<file path="src/rtl/hmlv_pkg.sv">
// ----------------------------------------------------------------------------
// hmlv_pkg
// Shared types, constants and character classes for the height map line
// validator.
// ----------------------------------------------------------------------------
`default_nettype none

package hmlv_pkg;

	localparam int unsigned MAX_TOKENS_DEF = 4096;
	localparam int unsigned MAX_LINES_DEF  = 4096;

	localparam int unsigned CNT_OUT_W = 13;
	localparam int unsigned HEX_CNT_W = 3;
	localparam int unsigned IN_DATA_W  = 8;
	localparam int unsigned OUT_DATA_W = 32;

	localparam logic [7:0] CH_MINUS = 8'h2D;
	localparam logic [7:0] CH_COMMA = 8'h2C;
	localparam logic [7:0] CH_ZERO  = 8'h30;
	localparam logic [7:0] CH_NINE  = 8'h39;
	localparam logic [7:0] CH_X     = 8'h78;
	localparam logic [7:0] CH_SPACE = 8'h20;
	localparam logic [7:0] CH_LA    = 8'h61;
	localparam logic [7:0] CH_LF    = 8'h66;
	localparam logic [7:0] CH_UA    = 8'h41;
	localparam logic [7:0] CH_UF    = 8'h46;

	localparam logic [HEX_CNT_W-1:0] HEX_MAX = 3'd6;
	localparam logic [HEX_CNT_W-1:0] HEX_TWO = 3'd2;
	localparam logic [HEX_CNT_W-1:0] HEX_FOUR = 3'd4;

	typedef enum logic [1:0] {
		ST_OK       = 2'd0,
		ST_SYNTAX   = 2'd1,
		ST_COLUMNS  = 2'd2,
		ST_OVERFLOW = 2'd3
	} status_t;

	typedef enum logic [6:0] {
		PH_START  = 7'b0000001,
		PH_GAP    = 7'b0000010,
		PH_SIGN   = 7'b0000100,
		PH_DIGITS = 7'b0001000,
		PH_COMMA  = 7'b0010000,
		PH_ZERO   = 7'b0100000,
		PH_HEX    = 7'b1000000
	} phase_t;

	typedef struct packed {
		logic [CNT_OUT_W-1:0] lines;
		logic [CNT_OUT_W-1:0] tokens;
		status_t              status;
	} res_t;

	function automatic logic is_dec(input logic [7:0] c);
		return (c >= CH_ZERO) && (c <= CH_NINE);
	endfunction

	function automatic logic is_hex(input logic [7:0] c);
		return is_dec(c) || ((c >= CH_LA) && (c <= CH_LF)) ||
			((c >= CH_UA) && (c <= CH_UF));
	endfunction

endpackage

`default_nettype wire

</file>
<file path="src/rtl/hmlv_scan.sv">
// ----------------------------------------------------------------------------
// hmlv_scan
// Token scanner state, token and line counters, first line width and the
// sticky error code, advanced by one character or line end per step.
// ----------------------------------------------------------------------------
`default_nettype none

module hmlv_scan
	import hmlv_pkg::*;
#(
	parameter int unsigned MAX_TOKENS = MAX_TOKENS_DEF,
	parameter int unsigned MAX_LINES  = MAX_LINES_DEF
) (
	input  wire logic       clk,
	input  wire logic       arst_n,
	input  wire logic       step,
	input  wire logic [7:0] char_code,
	input  wire logic       line_end,
	output res_t            cur,
	output res_t            nxt
);

	localparam int unsigned TW = $clog2(MAX_TOKENS + 1);
	localparam int unsigned LW = $clog2(MAX_LINES + 1);

	phase_t                phase_q, phase_d;
	logic [HEX_CNT_W-1:0]  hex_q, hex_d;
	logic [TW-1:0]         tok_q, tok_d;
	logic [TW-1:0]         first_q, first_d;
	logic [LW-1:0]         line_q, line_d;
	status_t               err_q, err_d;

	logic tok_full;
	logic line_full;
	logic hex_len_ok;
	logic end_ok;

	assign tok_full   = tok_q >= TW'(MAX_TOKENS);
	assign line_full  = line_q >= LW'(MAX_LINES);
	assign hex_len_ok = (hex_q == HEX_TWO) || (hex_q == HEX_FOUR) || (hex_q == HEX_MAX);

	always_comb begin
		unique case (phase_q)
			PH_START:  end_ok = 1'b1;
			PH_GAP:    end_ok = tok_q != '0;
			PH_DIGITS: end_ok = 1'b1;
			PH_HEX:    end_ok = hex_len_ok;
			default:   end_ok = 1'b0;
		endcase
	end

	always_comb begin
		phase_d = phase_q;
		hex_d   = hex_q;
		tok_d   = tok_q;
		first_d = first_q;
		line_d  = line_q;
		err_d   = err_q;
		if (err_q == ST_OK) begin
			if (line_end) begin
				if (!end_ok) begin
					err_d = ST_SYNTAX;
				end else if ((line_q != '0) && (tok_q != first_q)) begin
					err_d = ST_COLUMNS;
				end else if (line_full) begin
					err_d = ST_OVERFLOW;
				end else begin
					if (line_q == '0) begin
						first_d = tok_q;
					end
					line_d  = line_q + LW'(1);
					tok_d   = '0;
					hex_d   = '0;
					phase_d = PH_START;
				end
			end else begin
				unique case (phase_q)
					PH_START, PH_GAP: begin
						if (char_code == CH_SPACE) begin
							phase_d = PH_GAP;
						end else if ((char_code == CH_MINUS) || is_dec(char_code)) begin
							if (tok_full) begin
								err_d = ST_OVERFLOW;
							end else begin
								tok_d   = tok_q + TW'(1);
								phase_d = (char_code == CH_MINUS) ? PH_SIGN : PH_DIGITS;
							end
						end else begin
							err_d = ST_SYNTAX;
						end
					end
					PH_SIGN: begin
						if (is_dec(char_code)) begin
							phase_d = PH_DIGITS;
						end else begin
							err_d = ST_SYNTAX;
						end
					end
					PH_DIGITS: begin
						if (is_dec(char_code)) begin
							phase_d = PH_DIGITS;
						end else if (char_code == CH_COMMA) begin
							phase_d = PH_COMMA;
						end else if (char_code == CH_SPACE) begin
							phase_d = PH_GAP;
						end else begin
							err_d = ST_SYNTAX;
						end
					end
					PH_COMMA: begin
						if (char_code == CH_ZERO) begin
							phase_d = PH_ZERO;
						end else begin
							err_d = ST_SYNTAX;
						end
					end
					PH_ZERO: begin
						if (char_code == CH_X) begin
							hex_d   = '0;
							phase_d = PH_HEX;
						end else begin
							err_d = ST_SYNTAX;
						end
					end
					PH_HEX: begin
						if (is_hex(char_code)) begin
							if (hex_q >= HEX_MAX) begin
								err_d = ST_SYNTAX;
							end else begin
								hex_d = hex_q + HEX_CNT_W'(1);
							end
						end else if ((char_code == CH_SPACE) && hex_len_ok) begin
							phase_d = PH_GAP;
						end else begin
							err_d = ST_SYNTAX;
						end
					end
					default: err_d = ST_SYNTAX;
				endcase
			end
		end
	end

	always_ff @(posedge clk or negedge arst_n) begin
		if (!arst_n) begin
			phase_q <= PH_START;
			hex_q   <= '0;
			tok_q   <= '0;
			first_q <= '0;
			line_q  <= '0;
			err_q   <= ST_OK;
		end else if (step) begin
			phase_q <= phase_d;
			hex_q   <= hex_d;
			tok_q   <= tok_d;
			first_q <= first_d;
			line_q  <= line_d;
			err_q   <= err_d;
		end
	end

	assign cur.status = err_q;
	assign cur.tokens = CNT_OUT_W'(tok_q);
	assign cur.lines  = CNT_OUT_W'(line_q);
	assign nxt.status = err_d;
	assign nxt.tokens = CNT_OUT_W'(tok_d);
	assign nxt.lines  = CNT_OUT_W'(line_d);

endmodule

`default_nettype wire

</file>
<file path="src/rtl/height_map_line_validator.sv">
// ----------------------------------------------------------------------------
// height_map_line_validator
// Streaming syntax and column check of a text height map.
// ----------------------------------------------------------------------------
// One character beat per cycle in while m_tready is high (tlast marks a
// line end, its tdata is ignored), one status beat out per input beat.
// An input register feeds the scanner state update and result register.
// Sustained rate is one beat per clock unless the output stalls; the
// scanner state update is the only loop. Errors are sticky until reset.
`default_nettype none

module height_map_line_validator
	import hmlv_pkg::*;
#(
	parameter int unsigned MAX_TOKENS = MAX_TOKENS_DEF,
	parameter int unsigned MAX_LINES  = MAX_LINES_DEF
) (
	input  wire logic                  clk,
	input  wire logic                  arst_n,
	input  wire logic                  s_tvalid,
	output logic                       s_tready,
	input  wire logic [IN_DATA_W-1:0]  s_tdata,  // [7:0] char_code
	input  wire logic                  s_tlast,  // line_end
	output logic                       m_tvalid,
	input  wire logic                  m_tready,
	output logic [OUT_DATA_W-1:0]      m_tdata   // [1:0] status, [14:2] tokens_in_line,
	                                             // [27:15] lines_accepted, [31:28] zero
);

	logic       valid_s1;
	logic [7:0] char_s1;
	logic       end_s1;
	logic       valid_s2;
	res_t       res_s2;
	logic       load_s2;
	res_t       cur;
	res_t       nxt;

	assign load_s2  = valid_s1 && (!valid_s2 || m_tready);
	assign s_tready = !valid_s1 || load_s2;

	always_ff @(posedge clk or negedge arst_n) begin
		if (!arst_n) begin
			valid_s1 <= 1'b0;
		end else if (s_tvalid && s_tready) begin
			valid_s1 <= 1'b1;
		end else if (load_s2) begin
			valid_s1 <= 1'b0;
		end
	end

	always_ff @(posedge clk) begin
		if (s_tvalid && s_tready) begin
			char_s1 <= s_tdata;
			end_s1  <= s_tlast;
		end
	end

	hmlv_scan #(
		.MAX_TOKENS (MAX_TOKENS),
		.MAX_LINES  (MAX_LINES)
	) u_scan (
		.clk       (clk),
		.arst_n    (arst_n),
		.step      (load_s2),
		.char_code (char_s1),
		.line_end  (end_s1),
		.cur       (cur),
		.nxt       (nxt)
	);

	always_ff @(posedge clk or negedge arst_n) begin
		if (!arst_n) begin
			valid_s2 <= 1'b0;
		end else if (load_s2) begin
			valid_s2 <= 1'b1;
		end else if (m_tready) begin
			valid_s2 <= 1'b0;
		end
	end

	always_ff @(posedge clk) begin
		if (load_s2) begin
			res_s2 <= nxt;
		end
	end

	assign m_tvalid = valid_s2;
	assign m_tdata  = {(OUT_DATA_W - $bits(res_t))'(0), res_s2};

	a_err_sticky: assert property (@(posedge clk) disable iff (!arst_n)
		(cur.status != ST_OK) |=> (cur.status == $past(cur.status)))
		else $error("error code changed after being set");

	a_line_clears_tokens: assert property (@(posedge clk) disable iff (!arst_n)
		(load_s2 && (nxt.lines != cur.lines)) |=> (cur.tokens == '0))
		else $error("token count not cleared on accepted line");

	a_char_keeps_lines: assert property (@(posedge clk) disable iff (!arst_n)
		(load_s2 && !end_s1) |=> (cur.lines == $past(cur.lines)))
		else $error("line count moved on a character beat");

	a_s1_holds: assert property (@(posedge clk) disable iff (!arst_n)
		(valid_s1 && !load_s2) |=> (valid_s1 && $stable(char_s1) && $stable(end_s1)))
		else $error("input stage dropped a beat");

endmodule

`default_nettype wire

</file>
<file path="config.mk">
export PLATFORM = sky130hd
export DESIGN_NAME = height_map_line_validator
export DESIGN_NICKNAME = d
export VERILOG_FILES = /design/src/rtl/hmlv_pkg.sv /design/src/rtl/hmlv_scan.sv /design/src/rtl/height_map_line_validator.sv
export SDC_FILE = /design/constraint.sdc
export NUM_CORES = 1
export LEC_CHECK = 0
export ABC_AREA = 1
export BUFFER_PORTS_ARGS = -buffer_cell sky130_fd_sc_hd__buf_4
export CAP_MARGIN = 25
export CORE_ASPECT_RATIO = 1.2
export CORE_MARGIN = 3
export CORE_UTILIZATION = 33
export CTS_BUF_LIST = sky130_fd_sc_hd__clkbuf_8
export CTS_CLUSTER_SIZE = 8
export DETAILED_ROUTE_END_ITERATION = 16
export SLEW_MARGIN = 20
export SYNTH_ARGS = -nofsm -noshare
export SYNTH_HDL_FRONTEND = slang
export SYNTH_SLANG_ARGS = --single-unit
</file>
<file path="constraint.sdc">
create_clock -name clk -period 2.6 [get_ports clk]
set_input_delay 0.78 -clock clk [delete_from_list [all_inputs] [get_ports clk]]
set_output_delay 0.78 -clock clk [all_outputs]
set_load 0.005 [all_outputs]
</file>
# ---- After elaboration in Yosys (flattened, before gate mapping)
# Cells that the tools add are included.
dict set report word_totals {
  reg_bits 90
  in_bits 13
  elab_cells 147
}
dict set report classes {
  n_reduce_logical 29
  mux 62
  addsub 3
  eq_ne 29
  n_lt_le_gt_ge 9
  bitwise 2
}
# op n
set ops {}
lappend ops {{2-to-1 mux 13 bit} 14}
lappend ops {{2-to-1 mux 7 bit} 15}
lappend ops {{case mux 7 bit (6 select lines)} 1}
lappend ops {{2-to-1 mux 2 bit} 17}
lappend ops {{equality test 8 x 6 -> 1 bit, second input constant} 4}
lappend ops {{adder 13 x 1 -> 13 bit, second input constant} 2}
lappend ops {{>= comparator 13 bit, second input constant} 2}
lappend ops {{nonzero test 13 bit} 2}
lappend ops {{2-to-1 mux 3 bit} 7}
lappend ops {{>= comparator 8 x 7 -> 1 bit, second input constant} 2}
lappend ops {{less-or-equal comparator 8 x 7 -> 1 bit, second input constant} 2}
lappend ops {{inequality test 3 x 2 -> 1 bit, second input constant} 5}
lappend ops {{AND reduction 14 bit} 1}
lappend ops {{zero test 13 bit} 1}
lappend ops {{inequality test 13 bit} 1}
lappend ops {{case mux 2 bit (6 select lines)} 1}
lappend ops {{AND reduction 9 bit} 1}
lappend ops {{equality test 8 x 7 -> 1 bit, second input constant} 1}
lappend ops {{>= comparator 8 x 6 -> 1 bit, second input constant} 1}
lappend ops {{less-or-equal comparator 8 x 6 -> 1 bit, second input constant} 1}
lappend ops {{equality test 7 x 1 -> 1 bit, second input constant} 1}
lappend ops {{equality test 7 x 2 -> 1 bit, second input constant} 1}
lappend ops {{equality test 7 x 3 -> 1 bit, second input constant} 1}
lappend ops {{equality test 7 x 4 -> 1 bit, second input constant} 1}
lappend ops {{other kinds (27)} 49}

# ---- Depth between registers and ports, before layout
# Gate-level depths: netlist (run 1).
dict set report depth {
  ltp_word 9
  mapped_depth 16
  depth_no_buf 15
}

# ---- Hierarchy
# From an unflattened synthesis (run 1), not the netlist that was laid out.
dict set report hier_totals {
  hier_cells 650
  hier_area_um2 5068.6
}
# mod cells_each n_inst area_per_inst_um2
set modules_own_cells {}
lappend modules_own_cells {hmlv_scan 596 1 3828.7}
lappend modules_own_cells {height_map_line_validator 54 1 1239.9}

# ---- Worst setup path before layout (run 1)
# OpenSTA, ideal clock, no wires.
dict set report synth_timing {
  kind {input-to-reg}
  from {input m_tready}
  to {register res_s2 (netlist bit m_tdata[0]), enable pin}
  path_buffers 2
  path_slack_ps -21
  t_arrival_ps 2218
  required_ps 2197
  cell_stages 6
  setup_time_ps 403
  path_cell_list {inv_1 -> nand2_1 -> nand2_1 -> clkbuf_1 -> inv_2 -> clkbuf_1}
}
dict set report synth_via {
  elab_chain_len 2
}
# item line
set synth_rtl {}
lappend synth_rtl {{start, declared} height_map_line_validator.sv:25} ;# input wire logic m_tready,
lappend synth_rtl {{logical OR 1 bit} height_map_line_validator.sv:39} ;# assign load_s2 = valid_s1 && (!valid_s2 || m_tready);
lappend synth_rtl {{logical AND 1 bit} height_map_line_validator.sv:39}
lappend synth_rtl {{via load_s2} height_map_line_validator.sv:35} ;# logic load_s2;
lappend synth_rtl {{end signal, assigned} height_map_line_validator.sv:84} ;# res_s2 <= nxt;
lappend synth_rtl {{end, declared} height_map_line_validator.sv:34} ;# res_t res_s2;
# The timed path passes the listed nets, and every way through them passes these cells.
# A chain may end at the register's enable or synchronous reset.

==> results of run 1 <==
## layout make-up
| cell class | count | area [um^2] |
|---|---|---|
| fillers | 1596 | 9214 |
| flip-flops and latches | 90 | 2439 |
| multi-input cells | 457 | 2286 |
| repair buffers | 47 | 352.8 |
| inverters | 86 | 322.8 |
| well taps | 204 | 255.2 |
| clock buffers | 10 | 137.6 |
| clock inverters | 6 | 75.07 |
## power by group
part           internal, mW  switching (mW)  total (mW)
logic                 0.259           0.425       0.684
registers              1.68           0.113        1.80
clock network         0.554           0.487        1.04
total                  2.50            1.02        3.52
## cell families (layout without fill, tap and decap cells)
kind of cell / after synthesis / after routing / share of synthesized area (%)
simple gates: 367 / 367 / 33.22
buf+inv: 101 / 149 / 8.055
flops: 90 / 90 / 47.57
compound gates: 74 / 74 / 8.372
fa+ha+maj: 7 / 7 / 1.708
xor+xnor: 5 / 5 / 1.001
other cells: 1 / 4 / 0.07315
## cell usage after synthesis
cell      instances
inv_1            68
o21ai_2           9
xor2_2            1
nand3b_2          1
xnor2_1           1
o21ai_0          26
nor3_1           10
a21boi_2          1
buf_4             5
o211ai_1          1
nand3_4           1
nor3_2            3
nand4_2           1
o22ai_1           3
and2_1            9
nor2_8            1
o21ai_1          18
ha_1              7
xor2_1            3
edfxtp_1         37
conb_1            1
a21boi_1          1
clkinv_1          1
nand2_2           7
nor2_4            3
o31ai_1           1
a21oi_1          10
nand3_2           1
nor2_1           44
buf_6             2
nand3_1          51
dfstp_2           1
nand2_1         198
o21bai_1          2
a31oi_1           2
nor4_1            4
dfrtp_1          52
nand3b_1          2
inv_2            17
or2_2             1
nand4_1          18
nor2_2            8
clkbuf_1          8
nand2_4           4
## flip-flops by register name, summed over array words and instances (netlist names)
signal	flops
m_tdata	28
valid_s1	1
char_s1	8
m_tvalid	1
u_scan.line_q	13
u_scan.err_q	2
end_s1	1
u_scan.hex_q	3
u_scan.tok_q	13
u_scan.phase_q	7
u_scan.first_q	13
## worst paths after layout
path	cells past startpoint	endpoint	slack, ps
max reg2reg	12	m_tdata[5]	440
max	12	m_tdata[5]	440
min in group clk	2	u_scan.phase_q[6]	500
min reg2reg	2	u_scan.phase_q[6]	500
max in group asynchronous	1	u_scan.phase_q[1]	1640
min	1	u_scan.line_q[4]	460
## per-layer routing
metal | part of all wire, % | routed length, um | up-vias
met5 | 0 | 0 | -
met4 | 2.4 | 279 | 0
met3 | 3.8 | 444 | 16
met2 | 48 | 5666 | 69
met1 | 46 | 5447 | 1954
li1 | - | - | 2182
==> run metrics, run 1 <==
CP Launch Type register; Skew-Pair Late Insertion Delay 380 ps; final setup fails 0; pwr dens 600.1 nW/um^2; synthesized area per cell 7.948 um^2; HP Class in2async; hold_ws 461.5 ps; worst r2r src u_scan.line_q[0]; wire per inst 13.15 um; CP startpoint u_scan.line_q[0]; Worst Path Max Fanout 8; setup clock skew after layout 11.52 ps; H-tree depth 3; status finished clean; CTS root buffer clkbuf_8; cells along the critical path inv_1 > ha_1 > nand2_1 > nor3_1 > nand3_1 > nand2_4 > nand2_4 > nor2_8 > inv_2 > nand2_1 > nand3_1 > and2_1; GPL Wtd Cong 0.8643; Max Transition Viols Final 0; number of DRC markers in iteration 0 261; Mapped Area 5126 um^2; die height 142.5 um; Worst-Margin Slew 749.8 ps; max incr delay on CP 390 ps; worst path required time 2740 ps; Layout Area Growth over Synthesis 14.47%; Initial Util 33.99%; met3 Use GR 2.505%; final setup margin 440.7 ps; Slowest-stage cell, CP dfrtp_1; Top Ports 47; leak pwr 2.788 nW; initial antenna violation count 0; Post-Place Cells 884; RSZ-0062 raised after global routing false; Num CTS Buffers 9; #FFs+latches synth 90; final cell count without fillers 900; via count 4221; Setup Fix Bufs, Post-CTS 0; yosys warns 0; VDD IR max 262.1 uV; All-Layer GR Usage 14.76%; post-CTS resize count 0; Die Wd 119.8 um; fin crit period 2159 ps; largest net degree at the start of global routing 54; WS Path Type reg2reg; setup_tns 0 ps; Synth top area share 25.38%; Final ANT Viol Nets 0; Placement Cell Area 5655 um^2; first-pass GRT wire length 19930 um; core footprint 15080 um^2; nets 711; total power 3.521 mW; final worst-path cycle share 83.05%; IO Port Bufs 42; count of unique library cells instantiated by Yosys 44; DRC viols 0; drt via density 4.690; cell area after layout 5868 um^2; Sink Count 90; CTS Buffer Depth 2; Peak Freq 0.4631 GHz; CTS Hold Buffers Added 0; Post-Route WL 11840 um; TritonRoute pass-1 iters 4; antenna cells 0; CTS tree built; Max-Cap Viols 0; Worst slew margin 50.02%; M2 GR Usage 24.08%; Final Util 38.91%; cell family contributing the most delay on the critical path simple AND/OR/NAND/NOR gates; Yosys top cell by area dfrtp_1; main area contributors after synthesis dfrtp_1, edfxtp_1, nand2_1; most common cell after layout, fill and taps aside nand2_1; Final Hold Fails 0; Detailed Place HPWL 8588 um; number of global-route vias before repair 3990; met1 Use GR 19.32%; overflow left after global routing 0; Worst Setup End Kind register; Critical Path AT 2300 ps; clk slew on worst S/H paths 80 ps; sequential area share after synthesis 47.57%; fraction of layout cells with a size suffix above 1 17.10%; Setup WS pre-CTS 391.4 ps; Synth Instances 645; die area 17070 um^2; GR peak layer met2; crit path buf inv count 2; most frequent cells in the layout nand2_1, inv_1, dfrtp_1; row count 49
(Power assumes the default switching activity.)
==> run 2, diff against run 1 <==
- clock period: 2.6 -> 1.8 ns (I/O delays scaled with it)
==> run 2 against run 1 <==
Effect of this change: the flow now finishes with violations (setup timing); routed wire length up 16%; setup slack worse by 680 ps; register-to-register slack worse by 680 ps; cell count up 16%; worst hold slack worse by 400 ps; sequential power up 43%; flip-flop and latch count unchanged; global-route usage up 1.5 points; sequential share of layout area down 9.1 points.
==> run metrics, run 2 (same netlist as run 1, synthesis figures left out) <==
Max Transition Viols Final 0 (unchanged); TritonRoute pass-1 iters 5 (+1); Placement Cell Area 6554 um^2 (+16%); setup clock skew after layout 10.83 ps (-0.6906 ps); Initial Util 33.99% (unchanged); crit path buf inv count 1 (-1); Critical Path AT 2180 ps (-120 ps); Peak Freq 0.4910 GHz (+6.0%); hold_ws 56.69 ps (-404.8 ps); IO Port Bufs 42 (unchanged); Comb pwr share 29.5% (+10 points); clk slew on worst S/H paths 90 ps (about the same); DRC viols 0 (unchanged); leak pwr 3.586 nW (+29%); CTS Hold Buffers Added 0 (unchanged); Worst Path Max Fanout 7 (-1); CTS root buffer clkbuf_8; Num CTS Buffers 9 (unchanged); fraction of layout cells with a size suffix above 1 42.77% (+26 points); overflow left after global routing 0 (unchanged); Final ANT Viol Nets 0 (unchanged); initial antenna violation count 0 (unchanged); Sw Share 30.99% (+1.9 points); fin crit period 2037 ps (-122.4 ps); via count 4827 (+14%); Psw 1.808 mW (+76%); GPL Wtd Cong 0.8438 (-2.4%); sequential power share 44.2% (-6.8 points); setup_tns -5842 ps (-5842 ps); cells along the critical path inv_2 > nand2_4 > nor2_4 > nand4_1 > nand2_2 > nand2_2 > nor2_4 > nand4_1 > nand2_1 > nand3_2 > and2_1; most common cell after layout, fill and taps aside buf_4; failing checks setup timing; status finished, violations left; antenna cells 0 (unchanged); core footprint 15080 um^2 (unchanged); Die Wd 119.8 um (unchanged); CTS Buffer Depth 2 (unchanged); die area 17070 um^2 (unchanged); Skew-Pair Late Insertion Delay 380 ps (about the same); largest net degree at the start of global routing 38 (-30%); Clk network pwr share 26.3% (-3.3 points); row count 49 (unchanged); Post-Route WL 13740 um (+16%); filler cell count 1455 (-8.8%); multi-input logic area 2798 um^2 (+22%); All-Layer GR Usage 16.26% (+1.5 points); CTS tree built; Final Hold Fails 0 (unchanged); cell family contributing the most delay on the critical path simple AND/OR/NAND/NOR gates; die height 142.5 um (unchanged); final worst-path cycle share 113.2% (+30 points); Sink Count 90 (unchanged); RSZ-0062 raised after global routing true; internal power 4.026 mW (+61%); pwr dens 776.9 nW/um^2 (+29%); first-pass GRT wire length 22330 um (+12%); Detailed Place HPWL 9749 um (+14%); number of global-route vias before repair 4716 (+18%); Max-Cap Viols 0 (unchanged); wire per inst 13.20 um (+0.35%); H-tree depth 3 (unchanged); number of DRC markers in iteration 0 367 (+41%); max incr delay on CP 420 ps (+30 ps); nets 852 (+20%); final setup fails 67 (+67); VDD IR max 412.4 uV (+57%); max reg flops 28 (unchanged); most frequent cells in the layout buf_4, nand2_1, inv_1; final setup margin -236.9 ps (-677.6 ps); drt via density 4.637 (-1.1%); cell area after layout 7510 um^2 (+28%); Layout Area Growth over Synthesis 46.50%; Register Area 2439 um^2 (unchanged); worst path required time 1940 ps (-800 ps); HP Class in2async; Slowest-stage cell, CP edfxtp_1; Top Ports 47 (unchanged); Worst Setup End Kind register; WS Path Type reg2reg; CP Launch Type register
run 2: cell count changes in the layout (fill, tap and decap cells not counted), sizes merged:
cell      delta
clkbuf       -1
buf        +140
inv          -2
clkinvlp     +3
nand3        +1
run 2: final cells by class:
| cell class | instances | share of cell area [%] |
|---|---|---|
| Inverter | 86 | 4.365 |
| Timing Repair Buffer | 187 | 19.59 |
| Tap cell | 204 | 3.399 |
| Clock buffer | 9 | 1.649 |
| Sequential cell | 90 | 32.47 |
| Clock inverter | 7 | 1.266 |
| Multi-Input combinational cell | 458 | 37.25 |
run 2: what timing repair did:
action	CTS	global route
cloned	1	0
gates resized for setup	81	65
pin swaps	25	41
buffers inserted	18	10
endpoints found under the setup margin	78	79
run 2: worst paths after layout:
path                                         from                 to  slack, ps  cells after the start
worst max-delay path                   char_s1[7]         m_tdata[5]       -240                     11
max in group asynchronous                  arst_n  u_scan.phase_q[0]       1180                      2
worst max register to register         char_s1[7]         m_tdata[5]       -240                     11
worst min register to register  u_scan.phase_q[6]  u_scan.phase_q[6]        500                      2
min in group clk                       s_tdata[6]         char_s1[6]        320                      1
worst min-delay path                       arst_n   u_scan.line_q[2]         60                      1
run 2: stage by stage:
step | std cells | util (%) | total power [mW] | setup slack [ps]
2_1_floorplan | 648 | - | 3.215 | -2.144
3_3_place_gp | 997 | 43.45 | 4.010 | -243.2
3_5_place_dp | 997 | 43.45 | 4.027 | -260.4
4_1_cts | 1031 | 47.95 | 5.789 | -137.3
5_1_grt | 1041 | 49.79 | 6.145 | -369.8
6_report | 1041 | 49.79 | 5.834 | -236.9
run 2: power groups by stage:
stage,combinational (mW),clock [mW],sequential [mW]
floorplan,0.604,0,2.61
global placement,1.41,0,2.60
detailed placement,1.42,0,2.61
CTS,1.64,1.57,2.58
global route,1.89,1.65,2.61
finish,1.72,1.53,2.58
run 2: routing by layer:
| metal | global-route usage (%) | wire length (um) |
|---|---|---|
| met1 | 19.92 | 5917 |
| met3 | 3.141 | 411 |
| met4 | 4.885 | 227 |
| met5 | 0 | 0 |
| met2 | 29.08 | 7185 |
